## config.mk

```make
export PLATFORM = sky130hd
export DESIGN_NAME = decimal_text_to_fixed_point
export DESIGN_NICKNAME = d
export VERILOG_FILES = /design/src/dtfp_pkg.sv /design/src/dtfp_parse.sv /design/src/dtfp_result.sv /design/src/decimal_text_to_fixed_point.sv
export SDC_FILE = /design/constraint.sdc
export NUM_CORES = 1
export LEC_CHECK = 0
export ABC_AREA = 1
export ABC_CLOCK_PERIOD_IN_PS = 8500
export BUFFER_PORTS_ARGS = -buffer_cell sky130_fd_sc_hd__buf_2
export CAP_MARGIN = 20
export CORE_MARGIN = 2
export CORE_UTILIZATION = 28
export CTS_CLUSTER_DIAMETER = 60
export DETAILED_ROUTE_END_ITERATION = 12
export PLACE_DENSITY = 0.43
export SYNTH_ARGS = -nofsm -noshare
export SYNTH_HDL_FRONTEND = slang
export SYNTH_SLANG_ARGS = --single-unit
export TNS_END_PERCENT = 50
```

## constraint.sdc

```tcl
create_clock -name clk -period 8.5 [get_ports clk]
set_input_delay 0.85 -clock clk [delete_from_list [all_inputs] [get_ports clk]]
set_output_delay 0.85 -clock clk [all_outputs]
set_load 0.01 [all_outputs]
```

## src/dtfp_pkg.sv

```systemverilog
// Shared types, constants and the helper function of the decimal text to fixed-point parser.
`timescale 1ns / 1ps

package dtfp_pkg;

	// Number of weighted fraction digits
	localparam int FRAC_DIGITS = 4;

	// One unit expressed in ticks
	localparam logic [63:0] SCALE = 64'(10 ** FRAC_DIGITS);

	// Largest magnitude a result may take
	localparam logic [63:0] MAX_MAG = 64'h7FFF_FFFF_FFFF_FFFF;

	// Largest whole part, already scaled by SCALE
	localparam logic [63:0] LIMIT_SCALED = (MAX_MAG / SCALE) * SCALE;

	// Scaled whole part always stays below 2^63
	localparam int SCALED_W = 63;

	// Width for scaled value times ten plus one scaled digit
	localparam int WIDE_W = SCALED_W + 4;

	// Fraction accumulator, wide enough for SCALE itself (fraction plus round)
	localparam int FRAC_W = $clog2(SCALE + 64'd1);

	// Fraction digit counter saturates at FRAC_DIGITS + 1
	localparam int CNT_W = $clog2(FRAC_DIGITS + 2);

	// ASCII codes
	localparam logic [7:0] CH_ZERO  = 8'h30;
	localparam logic [7:0] CH_FIVE  = 8'h35;
	localparam logic [7:0] CH_NINE  = 8'h39;
	localparam logic [7:0] CH_MINUS = 8'h2D;
	localparam logic [7:0] CH_PLUS  = 8'h2B;
	localparam logic [7:0] CH_DOT   = 8'h2E;

	// Result status codes
	typedef enum logic [1:0] {
		ST_OK        = 2'd0,
		ST_NO_DIGITS = 2'd1,
		ST_BAD_CHAR  = 2'd2,
		ST_OVERFLOW  = 2'd3
	} status_t;

	// Parser state captured at the end of a string
	typedef struct packed {
		logic                negative;
		logic                seen_digit;
		logic                round_up;
		status_t             error_code;
		logic [SCALED_W-1:0] scaled;
		logic [FRAC_W-1:0]   fraction;
	} snap_t;

	// Weight of one fraction digit at the given position
	function automatic logic [FRAC_W-1:0] frac_term(input logic [3:0] digit,
		input logic [CNT_W-1:0] pos);
		logic [FRAC_W-1:0] term;
		term = '0;
		for (int i = 0; i < FRAC_DIGITS; i++) begin
			if (pos == CNT_W'(i)) begin
				term = FRAC_W'(32'(digit) * 32'(10 ** (FRAC_DIGITS - 1 - i)));
			end
		end
		return term;
	endfunction

endpackage

```

## src/dtfp_parse.sv

```systemverilog
// Input register and per-character parser state update.
`timescale 1ns / 1ps

module dtfp_parse
	import dtfp_pkg::*;
(
	input  logic       clk,
	input  logic       arst_n,
	input  logic       en,
	input  logic       in_valid,
	input  logic [7:0] in_char,
	input  logic       in_has_char,
	input  logic       in_last,
	output logic       snap_valid_s2,
	output snap_t      snap_s2
);

	logic                valid_s1;
	logic [7:0]          char_s1;
	logic                has_char_s1;
	logic                last_s1;

	logic                at_start_q;
	logic                negative_q;
	logic                in_frac_q;
	logic                seen_q;
	logic [CNT_W-1:0]    count_q;
	logic                round_q;
	logic [SCALED_W-1:0] scaled_q;
	logic [FRAC_W-1:0]   frac_q;
	status_t             err_q;

	logic                at_start_d;
	logic                negative_d;
	logic                in_frac_d;
	logic                seen_d;
	logic [CNT_W-1:0]    count_d;
	logic                round_d;
	logic [SCALED_W-1:0] scaled_d;
	logic [FRAC_W-1:0]   frac_d;
	status_t             err_d;

	logic                is_digit;
	logic [3:0]          digit;
	logic [WIDE_W-1:0]   wide_next;

	// Capture one character transfer
	always_ff @(posedge clk or negedge arst_n) begin
		if (!arst_n) begin
			valid_s1 <= 1'b0;
		end else if (en) begin
			valid_s1 <= in_valid;
		end
	end

	always_ff @(posedge clk) begin
		if (en) begin
			char_s1     <= in_char;
			has_char_s1 <= in_has_char;
			last_s1     <= in_last;
		end
	end

	// Decode the character and build the whole part times ten plus digit
	assign is_digit  = (char_s1 >= CH_ZERO) && (char_s1 <= CH_NINE);
	assign digit     = char_s1[3:0];
	assign wide_next = (WIDE_W'(scaled_q) << 3) + (WIDE_W'(scaled_q) << 1)
		+ WIDE_W'(digit) * WIDE_W'(SCALE);

	// Next parser state for one character
	always_comb begin
		at_start_d = at_start_q;
		negative_d = negative_q;
		in_frac_d  = in_frac_q;
		seen_d     = seen_q;
		count_d    = count_q;
		round_d    = round_q;
		scaled_d   = scaled_q;
		frac_d     = frac_q;
		err_d      = err_q;
		if (has_char_s1) begin
			at_start_d = 1'b0;
			if (at_start_q && (char_s1 == CH_PLUS || char_s1 == CH_MINUS)) begin
				negative_d = (char_s1 == CH_MINUS);
			end else if (char_s1 == CH_DOT) begin
				if (in_frac_q) begin
					err_d = ST_BAD_CHAR;
				end else begin
					in_frac_d = 1'b1;
				end
			end else if (!is_digit) begin
				err_d = ST_BAD_CHAR;
			end else begin
				seen_d = 1'b1;
				if (in_frac_q) begin
					if (count_q < CNT_W'(FRAC_DIGITS)) begin
						frac_d = frac_q + frac_term(digit, count_q);
					end else if (count_q == CNT_W'(FRAC_DIGITS)) begin
						round_d = (char_s1 >= CH_FIVE);
					end
					if (count_q <= CNT_W'(FRAC_DIGITS)) begin
						count_d = count_q + CNT_W'(1);
					end
				end else if (wide_next > WIDE_W'(LIMIT_SCALED)) begin
					if (err_q == ST_OK) begin
						err_d = ST_OVERFLOW;
					end
				end else begin
					scaled_d = wide_next[SCALED_W-1:0];
				end
			end
		end
	end

	// Advance parser state; return to start state after the last character
	always_ff @(posedge clk or negedge arst_n) begin
		if (!arst_n) begin
			at_start_q <= 1'b1;
			negative_q <= 1'b0;
			in_frac_q  <= 1'b0;
			seen_q     <= 1'b0;
			count_q    <= '0;
			round_q    <= 1'b0;
			scaled_q   <= '0;
			frac_q     <= '0;
			err_q      <= ST_OK;
		end else if (en && valid_s1) begin
			if (last_s1) begin
				at_start_q <= 1'b1;
				negative_q <= 1'b0;
				in_frac_q  <= 1'b0;
				seen_q     <= 1'b0;
				count_q    <= '0;
				round_q    <= 1'b0;
				scaled_q   <= '0;
				frac_q     <= '0;
				err_q      <= ST_OK;
			end else begin
				at_start_q <= at_start_d;
				negative_q <= negative_d;
				in_frac_q  <= in_frac_d;
				seen_q     <= seen_d;
				count_q    <= count_d;
				round_q    <= round_d;
				scaled_q   <= scaled_d;
				frac_q     <= frac_d;
				err_q      <= err_d;
			end
		end
	end

	// Hold the finished string state for the result stage
	always_ff @(posedge clk or negedge arst_n) begin
		if (!arst_n) begin
			snap_valid_s2 <= 1'b0;
		end else if (en) begin
			snap_valid_s2 <= valid_s1 && last_s1;
		end
	end

	always_ff @(posedge clk) begin
		if (en) begin
			snap_s2.negative   <= negative_d;
			snap_s2.seen_digit <= seen_d;
			snap_s2.round_up   <= round_d;
			snap_s2.error_code <= err_d;
			snap_s2.scaled     <= scaled_d;
			snap_s2.fraction   <= frac_d;
		end
	end

endmodule

```

## src/dtfp_result.sv

```systemverilog
// Final combine of whole and fraction parts, sign, status and output register.
`timescale 1ns / 1ps

module dtfp_result
	import dtfp_pkg::*;
(
	input  logic        clk,
	input  logic        arst_n,
	input  logic        en,
	input  logic        snap_valid,
	input  snap_t       snap,
	output logic        out_valid,
	output logic [63:0] out_ticks,
	output status_t     out_status
);

	logic [FRAC_W-1:0] tail;
	logic [63:0]       mag;
	logic [63:0]       neg_mag;
	logic              mag_ovf;
	logic [63:0]       ticks_d;
	status_t           status_d;

	// Add fraction and rounding; negate as one three-input add
	assign tail    = snap.fraction + FRAC_W'(snap.round_up);
	assign mag     = {1'b0, snap.scaled} + 64'(tail);
	assign neg_mag = ~{1'b0, snap.scaled} + ~64'(tail) + 64'd2;
	assign mag_ovf = mag[63];

	// Pick status by priority and zero the value on any error
	always_comb begin
		ticks_d = '0;
		if (snap.error_code == ST_BAD_CHAR) begin
			status_d = ST_BAD_CHAR;
		end else if (!snap.seen_digit) begin
			status_d = ST_NO_DIGITS;
		end else if (snap.error_code == ST_OVERFLOW || mag_ovf) begin
			status_d = ST_OVERFLOW;
		end else begin
			status_d = ST_OK;
			ticks_d  = snap.negative ? neg_mag : mag;
		end
	end

	// Output register
	always_ff @(posedge clk or negedge arst_n) begin
		if (!arst_n) begin
			out_valid <= 1'b0;
		end else if (en) begin
			out_valid <= snap_valid;
		end
	end

	always_ff @(posedge clk) begin
		if (en) begin
			out_ticks  <= ticks_d;
			out_status <= status_d;
		end
	end

endmodule

```

## src/decimal_text_to_fixed_point.sv

```systemverilog
// Top level of the decimal text to fixed-point parser.
`timescale 1ns / 1ps

// Parses an ASCII decimal price, one character per transfer, into a signed
// count of ticks of 1/10000 unit. An optional '+' or '-' may come first, then
// integer digits and at most one '.', then fraction digits; the fifth fraction
// digit rounds half away from zero and later ones are only checked. The
// transfer with tlast set ends the string (tuser low marks a bare end marker
// with no character) and produces exactly one result transfer: ticks in
// tdata and a status in tuser (0 ok, 1 no digits, 2 bad character or second
// dot, 3 overflow beyond 2^63 - 1, with ticks zero on any error). The block
// takes one character every cycle; a result passes from its last character
// through input register, snapshot register and output register.
// The whole pipeline holds while a result waits and tready is low.
module decimal_text_to_fixed_point
	import dtfp_pkg::*;
(
	input  logic        clk,
	input  logic        arst_n,
	input  logic        s_tvalid,
	output logic        s_tready,
	input  logic [7:0]  s_tdata,   // [7:0] character
	input  logic        s_tuser,   // [0] has_char
	input  logic        s_tlast,
	output logic        m_tvalid,
	input  logic        m_tready,
	output logic [63:0] m_tdata,   // [63:0] ticks
	output logic [1:0]  m_tuser    // [1:0] status
);

	logic    en;
	logic    snap_valid_s2;
	snap_t   snap_s2;
	status_t status;

	// Advance all stages whenever the output register can take a value
	assign en       = !m_tvalid || m_tready;
	assign s_tready = en;
	assign m_tuser  = status;

	dtfp_parse u_parse (
		.clk           (clk),
		.arst_n        (arst_n),
		.en            (en),
		.in_valid      (s_tvalid),
		.in_char       (s_tdata),
		.in_has_char   (s_tuser),
		.in_last       (s_tlast),
		.snap_valid_s2 (snap_valid_s2),
		.snap_s2       (snap_s2)
	);

	dtfp_result u_result (
		.clk        (clk),
		.arst_n     (arst_n),
		.en         (en),
		.snap_valid (snap_valid_s2),
		.snap       (snap_s2),
		.out_valid  (m_tvalid),
		.out_ticks  (m_tdata),
		.out_status (status)
	);

endmodule
```

==> Word level (Yosys, flattened, before mapping) <==
Index checks and enable logic that the tools add are counted.
{ "totals": {"reg_bits": 248, "in_bits": 14, "out_inout_bits": 68, "word_cells": 139} }
{ "classes": {"addsub": 8, "n_mul": 4, "magnitude_cmp": 6, "eq_ne": 11, "muxes": 65, "bitwise": 3, "n_reduce_logical": 19} }
{ "op_table": {"columns": ["operator", "n"], "rows": [
  ["$mux 63", 7],
  ["$mux 14", 17],
  ["$add 66x64->67", 1],
  ["$add 67x18->67", 1],
  ["$gt 67x63->1 const B", 1],
  ["$add 63x14->64", 1],
  ["$add 64x2->64 const B", 1],
  ["$add 64x64->64", 1],
  ["$mux 64", 1],
  ["$not 14->64", 1],
  ["$not 63->64", 1],
  ["$eq 8x6->1 const B", 3],
  ["$mux 1", 22],
  ["$mux 2", 11],
  ["$mux 3", 7],
  ["$ge 8x6->1 const B", 2],
  ["$add 14x1->14", 1],
  ["$add 14x14->14", 1],
  ["$mul 4x10->14 const B", 1],
  ["$mul 4x7->11 const B", 1],
  ["$reduce_bool 2->1", 5],
  ["$mul 4x5->9 const B", 1],
  ["$le 8x6->1 const B", 1],
  ["$mul 4x3->7 const B", 1],
  ["other kinds (18)", 26]
]} }

==> Logic depth before layout (Yosys ltp) <==
Gate-level depths: netlist of the first run.
{ "depth": {"ltp_word": 19, "depth_mapped": 39, "ltp_nobuf": 39} }

==> Hierarchy <==
A second synthesis of the first run with hierarchy kept.
{ "hier_totals": {"hier_cells": 4383, "area_unflattened_um2": 27767.9} }
{ "by_module_without_submodules": {"columns": ["module", "instances", "cells_per_inst", "area_each_um2"], "rows": [
  ["dtfp_parse", 1, 2439, 16343.2],
  ["dtfp_result", 1, 1942, 11417.2],
  ["decimal_text_to_fixed_point", 1, 2, 7.5]
]} }

==> Worst setup path after synthesis of the first run <==
Ideal clock, no wire load.
{ "synth_path": {"kind": "register to register", "from": "register u_parse.char_s1[2]", "to": "register, netlist name u_parse.snap_s2[28]", "setup_time_ns": 0.252, "arrival_time_ns": 5.357, "required_ns": 8.248, "path_slack_ns": 2.891, "stages_incl_launch_ff": 34, "cell_sequence": "edfxtp_1 -> fa_1 -> ha_1 -> inv_1 -> fa_1 -> o21ai_0 -> nand2_1 -> a21oi_1 -> xor2_1 -> fa_1 -> inv_1 -> ha_1 -> nand2_1 -> nor2_1 -> nand2_1 -> o21bai_1 -> nand2_1 -> nand2_1 -> nand2_2 -> nand2_1 -> nand3b_1 -> nand2_1 -> nor2_1 -> nand3_1 -> nor2_1 -> nand3_1 -> nand2_1 -> nand2_2 -> inv_2 -> buf_6 -> buf_6 -> nand3_2 -> nand2_1 -> inv_1"} }
{ "synth_between": {"elab_chain_cells": 9, "elab_cells_between_ends": 17, "cone_classes": "add/sub (1); mul (1); order compare (3); eq/ne (3); mux (6); reduce/logical (3)"} }
{ "synth_lines": {"columns": ["element", "line_no", "source"], "rows": [
  ["start: declaration", "dtfp_parse.sv:19", "logic [7:0] char_s1;"],
  ["start signal: assignment", "dtfp_parse.sv:58", "char_s1 <= in_char;"],
  ["$mul 4x10->14", "dtfp_parse.sv:68", "+ WIDE_W'(digit) * WIDE_W'(SCALE);"],
  ["$add 67x18->67", "dtfp_parse.sv:68", null],
  ["$gt 67x63->1", "dtfp_parse.sv:104", "end else if (wide_next > WIDE_W'(LIMIT_SCALED)) begin"],
  ["$mux 63", "dtfp_parse.sv:104", null],
  ["$mux 63", "dtfp_parse.sv:95", "if (in_frac_q) begin"],
  ["$mux 63", "dtfp_parse.sv:91", "end else if (!is_digit) begin"],
  ["$mux 63", "dtfp_parse.sv:85", "end else if (char_s1 == CH_DOT) begin"],
  ["$mux 63 *", "dtfp_parse.sv:83", "if (at_start_q && (char_s1 == CH_PLUS || char_s1 == CH_MINUS)) begin"],
  ["$mux 63 *", "dtfp_parse.sv:81", "if (has_char_s1) begin"],
  ["via u_parse.scaled_d[14]", "dtfp_parse.sv:39", "logic [SCALED_W-1:0] scaled_d;"]
]} }
The timed path passes the listed nets; every way through them passes the cells marked *.
A chain may end at the register's enable or synchronous reset.

==> Worst setup path after layout of the first run <==
{ "layout_path": {"from": "register u_parse.char_s1[2]", "to": "register u_parse.scaled_q[60]"} }
{ "layout_between": {"elab_chain_cells": 10, "elab_cells_between_ends": 18, "cone_classes": "add/sub (1); mul (1); order compare (3); eq/ne (3); mux (7); reduce/logical (3)"} }
{ "layout_lines": {"columns": ["element", "line_no", "source"], "rows": [
  ["$mul 4x10->14", "dtfp_parse.sv:68", null],
  ["$add 67x18->67", "dtfp_parse.sv:68", null],
  ["$gt 67x63->1", "dtfp_parse.sv:104", null],
  ["$mux 63", "dtfp_parse.sv:104", null],
  ["$mux 63", "dtfp_parse.sv:95", null],
  ["$mux 63", "dtfp_parse.sv:91", null],
  ["$mux 63", "dtfp_parse.sv:85", null],
  ["$mux 63 *", "dtfp_parse.sv:83", null],
  ["$mux 63 *", "dtfp_parse.sv:81", null],
  ["via u_parse.scaled_d[60]", "dtfp_parse.sv:39", null],
  ["$mux 63 *", "dtfp_parse.sv:128", "if (last_s1) begin"],
  ["end signal: assignment", "dtfp_parse.sv:145", "scaled_q <= scaled_d;"],
  ["end: declaration", "dtfp_parse.sv:29", "logic [SCALED_W-1:0] scaled_q;"]
]} }
Marked as above.

==> out/qor.yml, run 1 <==
floorplan:
  chipWidth_um: 310
  io_pins: 82
  num_rows: 112
  die_h_um: 310
  start_util: 0.281
  dieArea_um2: 96000
  core_area_um2: 93000
routing:
  vias: 24507
  vias_per_cell: 4.67
  post_drt_wl_per_cell_um: 17.5
  drtIter0Drc: 1765
  finalWirelength_mm: 92.0
  drc: 0
  drt-pass1-iter-count: 5
  ant_nets: 0
grt:
  grt_max_degree: 75
  grt_pass1_wl_mm: 139
  gr-total-overflow: 0
  globalRouteTotalUtil: 0.189
  antenna_found_initial: 0
  grt_pass1_vias: 23453
clock_network:
  cts_made_buffers: 30
  cts_tree: "done"
  ctsHoldBuffers: 0
  cts_resized: 0
  post_cts_buffers: 0
  clock_latency_ns: 0.60
  cts_buffer_depth: 3
  htree_levels: 1
  root_buffer: "clkbuf_16"
  clk_pin_slew_worst_paths_ns: 0.06
  cts_sinks: 248
power:
  power_density_nw_per_um2: 219
  seqPwrFrac: 0.262
  p_switching_mw: 3.04
  power.share.combinational: 0.537
  p_leak_nw: 15.3
  power_mw: 6.36
  p_int_mw: 3.31
  vdd_ir_drop_max_v: 0.000154
  power_frac_clock: 0.201
  swShare: 0.479
sta:
  setup_viol: 0
  fin_skew_ns: 0.0237
  period_needed_ns: 7.30
  rsz0062_at_grt: "no"
  hold-worst-slack_ns: 0.191
  relSlewSlack: 0.376
  max_freq_mhz: 137
  fin_crit_sh: 0.859
  setup_tns_ns: 0
  finalHoldViolCount: 0
  worst_pin_slew_ns: 0.930
  finalMaxSlewViolations: 0
layout:
  synthToLayoutAreaGrowth_pct: 10.8
  diodes: 0
  layout_commonest_cell: "nand2_1"
  final_core_utilization: 0.312
  layout.nets: 4318
  drive_above_1_share: 0.0565
  mostFrequentLayoutCells: "nand2_1, inv_1, ha_1, nor2_1, a21oi_1"
place:
  gp_congestion: 0.932
  hpwlAfterDp_mm: 76.4
  io_buffers: 81
run:
  drv_cap: 0
logic_synthesis:
  avgSynthCellArea_um2: 6.71
  ys_seq_area_frac: 0.267
  syn_nets: 4244
  async_flop_share: 0.363
  ys.warnings.count: 0
  synth-seq-cells: 248
  netlist_area_um2: 26200
  ys.flop_type: "edfxtp_1"
  synthDistinctLibCells: 57
  synth_edf_count: 158
  synth_cells: 3899
critical_path:
  start_kind: "flop"
  arrival_ns: 7.81
  cpPeakStageDelay_ns: 0.70
  path_class: "flop to flop"
  cp_max_fo: 74
  cp.required_ns: 9.02
  reg2reg_depth: 33
  endpoint_kind: "flop"
  crit_slowest_cell: "edfxtp_1"
  crit_top_cell: "nand2_1"
worst_hold_path:
  hold_path.class: "primary input to asynchronous set/reset pin"
status:
  status: "complete, no violations"
## stage by stage
step           instance area, um^2  worst slack (ns)  cells
5_1_grt                      29000             0.736   5251
6_report                     29000              1.20   5251
2_1_floorplan                26200              2.89   3899
3_3_place_gp                 28000              1.11   5195
4_1_cts                      29000              1.12   5251
3_5_place_dp                 28000              1.20   5195
## worst max-delay path: cells and delay by family (launching register included)
family / cells / cell delay [ns]
AO/OA/AOI/OAI: 4 / 0.83
XOR/XNOR: 1 / 0.12
adder cells (fa/ha/maj): 5 / 2.30
buffers and inverters: 3 / 0.80
flip-flops: 1 / 0.70
AND/OR/NAND/NOR: 20 / 2.45
## power by group through the flow
stage / logic [mW] / clock network [mW] / registers (mW)
after floorplan: 2.33 / 0 / 1.68
after global placement: 3.41 / 0 / 1.69
after detailed placement: 3.38 / 0 / 1.69
after CTS: 3.40 / 1.33 / 1.67
after global routing: 3.85 / 1.36 / 1.69
final: 3.41 / 1.28 / 1.67
## kinds of logic after synthesis
| logic type | synth area share |
|---|---|
| simple gates | 0.286 |
| buf+inv | 0.115 |
| compound gates | 0.137 |
| fa+ha+maj | 0.166 |
| flops | 0.267 |
| xor+xnor | 0.0277 |
| mux | 0.000382 |
## cells in the mapped netlist, types with 44 or more instances
cell type,instances,area share
inv_1,711,0.10
nand3_1,165,0.032
a21oi_1,293,0.056
ha_1,303,0.14
o21ai_0,164,0.031
nand2_1,1191,0.17
xor2_1,49,0.016
nor3_1,44,0.0084
edfxtp_1,158,0.18
dfrtp_1,89,0.085
nor2_1,295,0.042
nand4_1,47,0.011
## worst paths after layout
| path | slack, ns | endpoint | start |
|---|---|---|---|
| max reg2reg | 1.20 | u_parse.scaled_q[60]$_DFFE_PN0P_ | u_parse.char_s1[2]$_DFFE_PN_ |
| min in group clk | 0.42 | u_parse.last_s1$_DFFE_PN_ | s_tlast |
| max in group asynchronous | 7.05 | u_parse.scaled_q[60]$_DFFE_PN0P_ | arst_n |
| max | 1.20 | u_parse.scaled_q[60]$_DFFE_PN0P_ | u_parse.char_s1[2]$_DFFE_PN_ |
| min reg2reg | 0.48 | u_parse.at_start_q$_DFFE_PN1P_ | u_parse.at_start_q$_DFFE_PN1P_ |
| min | 0.19 | u_parse.frac_q[3]$_DFFE_PN0P_ | arst_n |
## cell type report
class | count | area, um^2
fillers | 10415 | 64100
well taps | 1254 | 1570
multi-input cells | 2870 | 16200
clock buffers | 43 | 840
repair buffers | 95 | 513
inverters | 728 | 2740
clock inverters | 13 | 144
flip-flops and latches | 248 | 7000
## sequential cells by signal, summed over array words and instances, names as in the netlist
register / count
u_parse.snap_valid_s2: 1
u_parse.seen_q: 1
u_parse.in_frac_q: 1
u_parse.frac_q: 14
u_parse.count_q: 3
u_parse.valid_s1: 1
u_result.out_ticks: 64
u_parse.char_s1: 8
u_parse.at_start_q: 1
u_parse.round_q: 1
u_parse.last_s1: 1
u_parse.negative_q: 1
u_parse.scaled_q: 63
u_result.out_status: 2
u_parse.err_q: 2
u_parse.snap_s2: 82
u_result.out_valid: 1
u_parse.has_char_s1: 1
## per-layer routing
| metal | track usage | part of all wire | vias to the layer above |
|---|---|---|---|
| met2 | 0.294 | 0.43 | 457 |
| li1 | - | - | 12685 |
| met1 | 0.281 | 0.51 | 11266 |
| met4 | 0.0500 | 0.025 | 0 |
| met3 | 0.0121 | 0.037 | 99 |
| met5 | 0 | 0 | - |
No activity file was read; power rests on OpenSTA's default activity.
==> run 2, diff against run 1 <==
--- a/config.mk
+++ b/config.mk
@@ -5,7 +5,6 @@
 export SDC_FILE = /design/constraint.sdc
 export NUM_CORES = 1
 export LEC_CHECK = 0
-export ABC_AREA = 1
 export ABC_CLOCK_PERIOD_IN_PS = 8500
 export BUFFER_PORTS_ARGS = -buffer_cell sky130_fd_sc_hd__buf_2
 export CAP_MARGIN = 20
==> out/qor.yml, run 2 <==
logic_synthesis:
  synth_top_area_frac: 0.204
  synth_edf_count: 158
  yosysMostFrequentCell: "ha_1"
  netlist_area_um2: 23300
  syn_nets: 2891
  synthDistinctLibCells: 88
  yosys-top-cells-count: "ha_1, nand2_1, a21oi_1"
  synth_cells: 2546
  synthTopCellsByArea: "edfxtp_1, ha_1, dfrtp_1, xnor2_1, a21oi_1"
  avgSynthCellArea_um2: 9.13
  synth-seq-cells: 248
  ys.warnings.count: 0
  async_flop_share: 0.363
  ys.flop_type: "edfxtp_1"
  ys_seq_area_frac: 0.301
  synth_area_leader_cell: "edfxtp_1"
routing:
  drc: 0
  drt-pass1-iter-count: 7
  drtIter0Drc: 1044
  finalWirelength_mm: 71.5
  vias_per_cell: 5.19
  ant_nets: 0
  vias: 19158
  post_drt_wl_per_cell_um: 19.4
sta:
  fin_crit_sh: 0.943
  fin_skew_ns: 0.0261
  setup_tns_ns: 0
  period_needed_ns: 8.01
  worst_pin_slew_ns: 0.937
  hold-worst-slack_ns: 0.300
  max_freq_mhz: 125
  rsz0062_at_grt: "no"
  finalMaxSlewViolations: 0
  finalHoldViolCount: 0
  relSlewSlack: 0.359
  setup_viol: 0
critical_path:
  endpoint_kind: "flop"
  cp_max_fo: 42
  rr_startpoint: "u_parse.char_s1[1]$_DFFE_PN_"
  arrival_ns: 8.32
  start_kind: "flop"
  path_class: "flop to flop"
  startpoint: "u_parse.char_s1[1]$_DFFE_PN_"
  cp.required_ns: 8.80
grt:
  globalRouteTotalUtil: 0.165
  grt_pass1_vias: 18654
  grt_pass1_wl_mm: 111
  antenna_found_initial: 1
  grt_max_degree: 79
  gr-total-overflow: 0
power:
  power_mw: 5.48
  vdd_ir_drop_max_v: 0.000111
  power_density_nw_per_um2: 210
  p_leak_nw: 11.8
layout:
  largest_reg_flops: 82
  drive_above_1_share: 0.0928
  regMostFlops: "u_parse.snap_s2"
  top_regs: "u_parse.snap_s2 (82), u_result.out_ticks (64), u_parse.scaled_q (63)"
  mostFrequentLayoutCells: "ha_1, nand2_1, a21oi_1, inv_1, nor2_1"
  design_area_um2: 26000
  diodes: 0
  layout_commonest_cell: "ha_1"
  final_core_utilization: 0.317
  layout.nets: 2935
  synthToLayoutAreaGrowth_pct: 12.0
run:
  drv_cap: 0
clock_network:
  clk_pin_slew_worst_paths_ns: 0.06
  cts_tree: "done"
  cts_resized: 0
  post_cts_buffers: 0
  cts_sinks: 248
  root_buffer: "clkbuf_16"
  cts_buffer_depth: 3
  cts_made_buffers: 37
  clock_latency_ns: 0.57
  htree_levels: 2
  ctsHoldBuffers: 0
floorplan:
  start_util: 0.283
  num_rows: 105
  io_pins: 82
  dieArea_um2: 85400
  core_area_um2: 82100
  die_h_um: 292
  chipWidth_um: 292
worst_hold_path:
  hold_path.class: "primary input to asynchronous set/reset pin"
place:
  hpwlAfterDp_mm: 55.9
  gp_congestion: 0.885
  placed_cell_area_um2: 24800
  io_buffers: 81
status:
  status: "complete, no violations"
-- run 2: cells by family after synthesis --
family,share of synthesized area
and+or+nand+nor,0.145
xor gates and xnor gates,0.0708
adders and majority gates,0.187
buffers and inverters,0.0493
muxes,0.0317
DFF,0.301
AOI/OAI and AO/OA,0.215
-- run 2: final timing paths --
kind | to | cells past startpoint | slack [ns]
setup / recovery | u_parse.snap_s2[51]$_DFFE_PN_ | 26 | 0.49
hold / removal | u_parse.scaled_q[37]$_DFFE_PN0P_ | 1 | 0.30
setup reg to reg | u_parse.snap_s2[51]$_DFFE_PN_ | 26 | 0.49
hold reg to reg | u_result.out_valid$_DFFE_PN0N_ | 2 | 0.44
max in group asynchronous | u_parse.frac_q[10]$_DFFE_PN0P_ | 2 | 6.94
min in group clk | u_result.out_valid$_DFFE_PN0N_ | 2 | 0.44
-- run 2: metal layers --
metal	routed length (um)	global-route usage	vias up
met3	2890	0.0199	79
met5	16	0	-
li1	-	-	9431
met4	1310	0.0377	2
met1	36200	0.243	9225
met2	31100	0.256	421
-- run 2: stage by stage --
step / std cells / setup slack [ns]
detailed placement: 3621 / 0.480
floorplan: 2546 / 1.30
finish: 3688 / 0.486
global placement: 3621 / 0.596
global route: 3688 / 0.0213
CTS: 3688 / 0.447
-- run 2: report_power, final --
group	switching [mW]	internal, mW
registers	0.133	1.46
logic	1.42	0.910
clock network	0.631	0.921
-- run 2: worst max-delay path, cell delays in order, from the launching register on --
cell      delay (ns)
edfxtp_1        0.42
buf_4           0.22
ha_1            0.38
ha_1            0.31
ha_1            0.17
inv_1           0.06
fa_1            0.39
nor2b_1         0.11
o21ai_0         0.11
a21oi_1         0.19
o21ai_0         0.11
xnor2_1         0.17
fa_1            0.49
inv_1           0.05
ha_1            0.46
nand4_1         0.22
o221a_2         0.33
nand2b_1        0.17
a31oi_1         0.44
nor3_1          0.15
nor4b_1         0.34
nand4_1         0.14
or4_1           0.59
or4_1           0.61
o211a_4         0.48
buf_12          0.26
mux2_1          0.35
-- run 2: final cells by class --
class,count,area (um^2)
Clock buffer,48,1020
Tap cell,1070,1340
Inverter,180,676
Fill cell,8502,56100
Timing Repair Buffer,110,651
Multi-Input combinational cell,2013,15100
Clock inverter,19,206
Sequential cell,248,7000
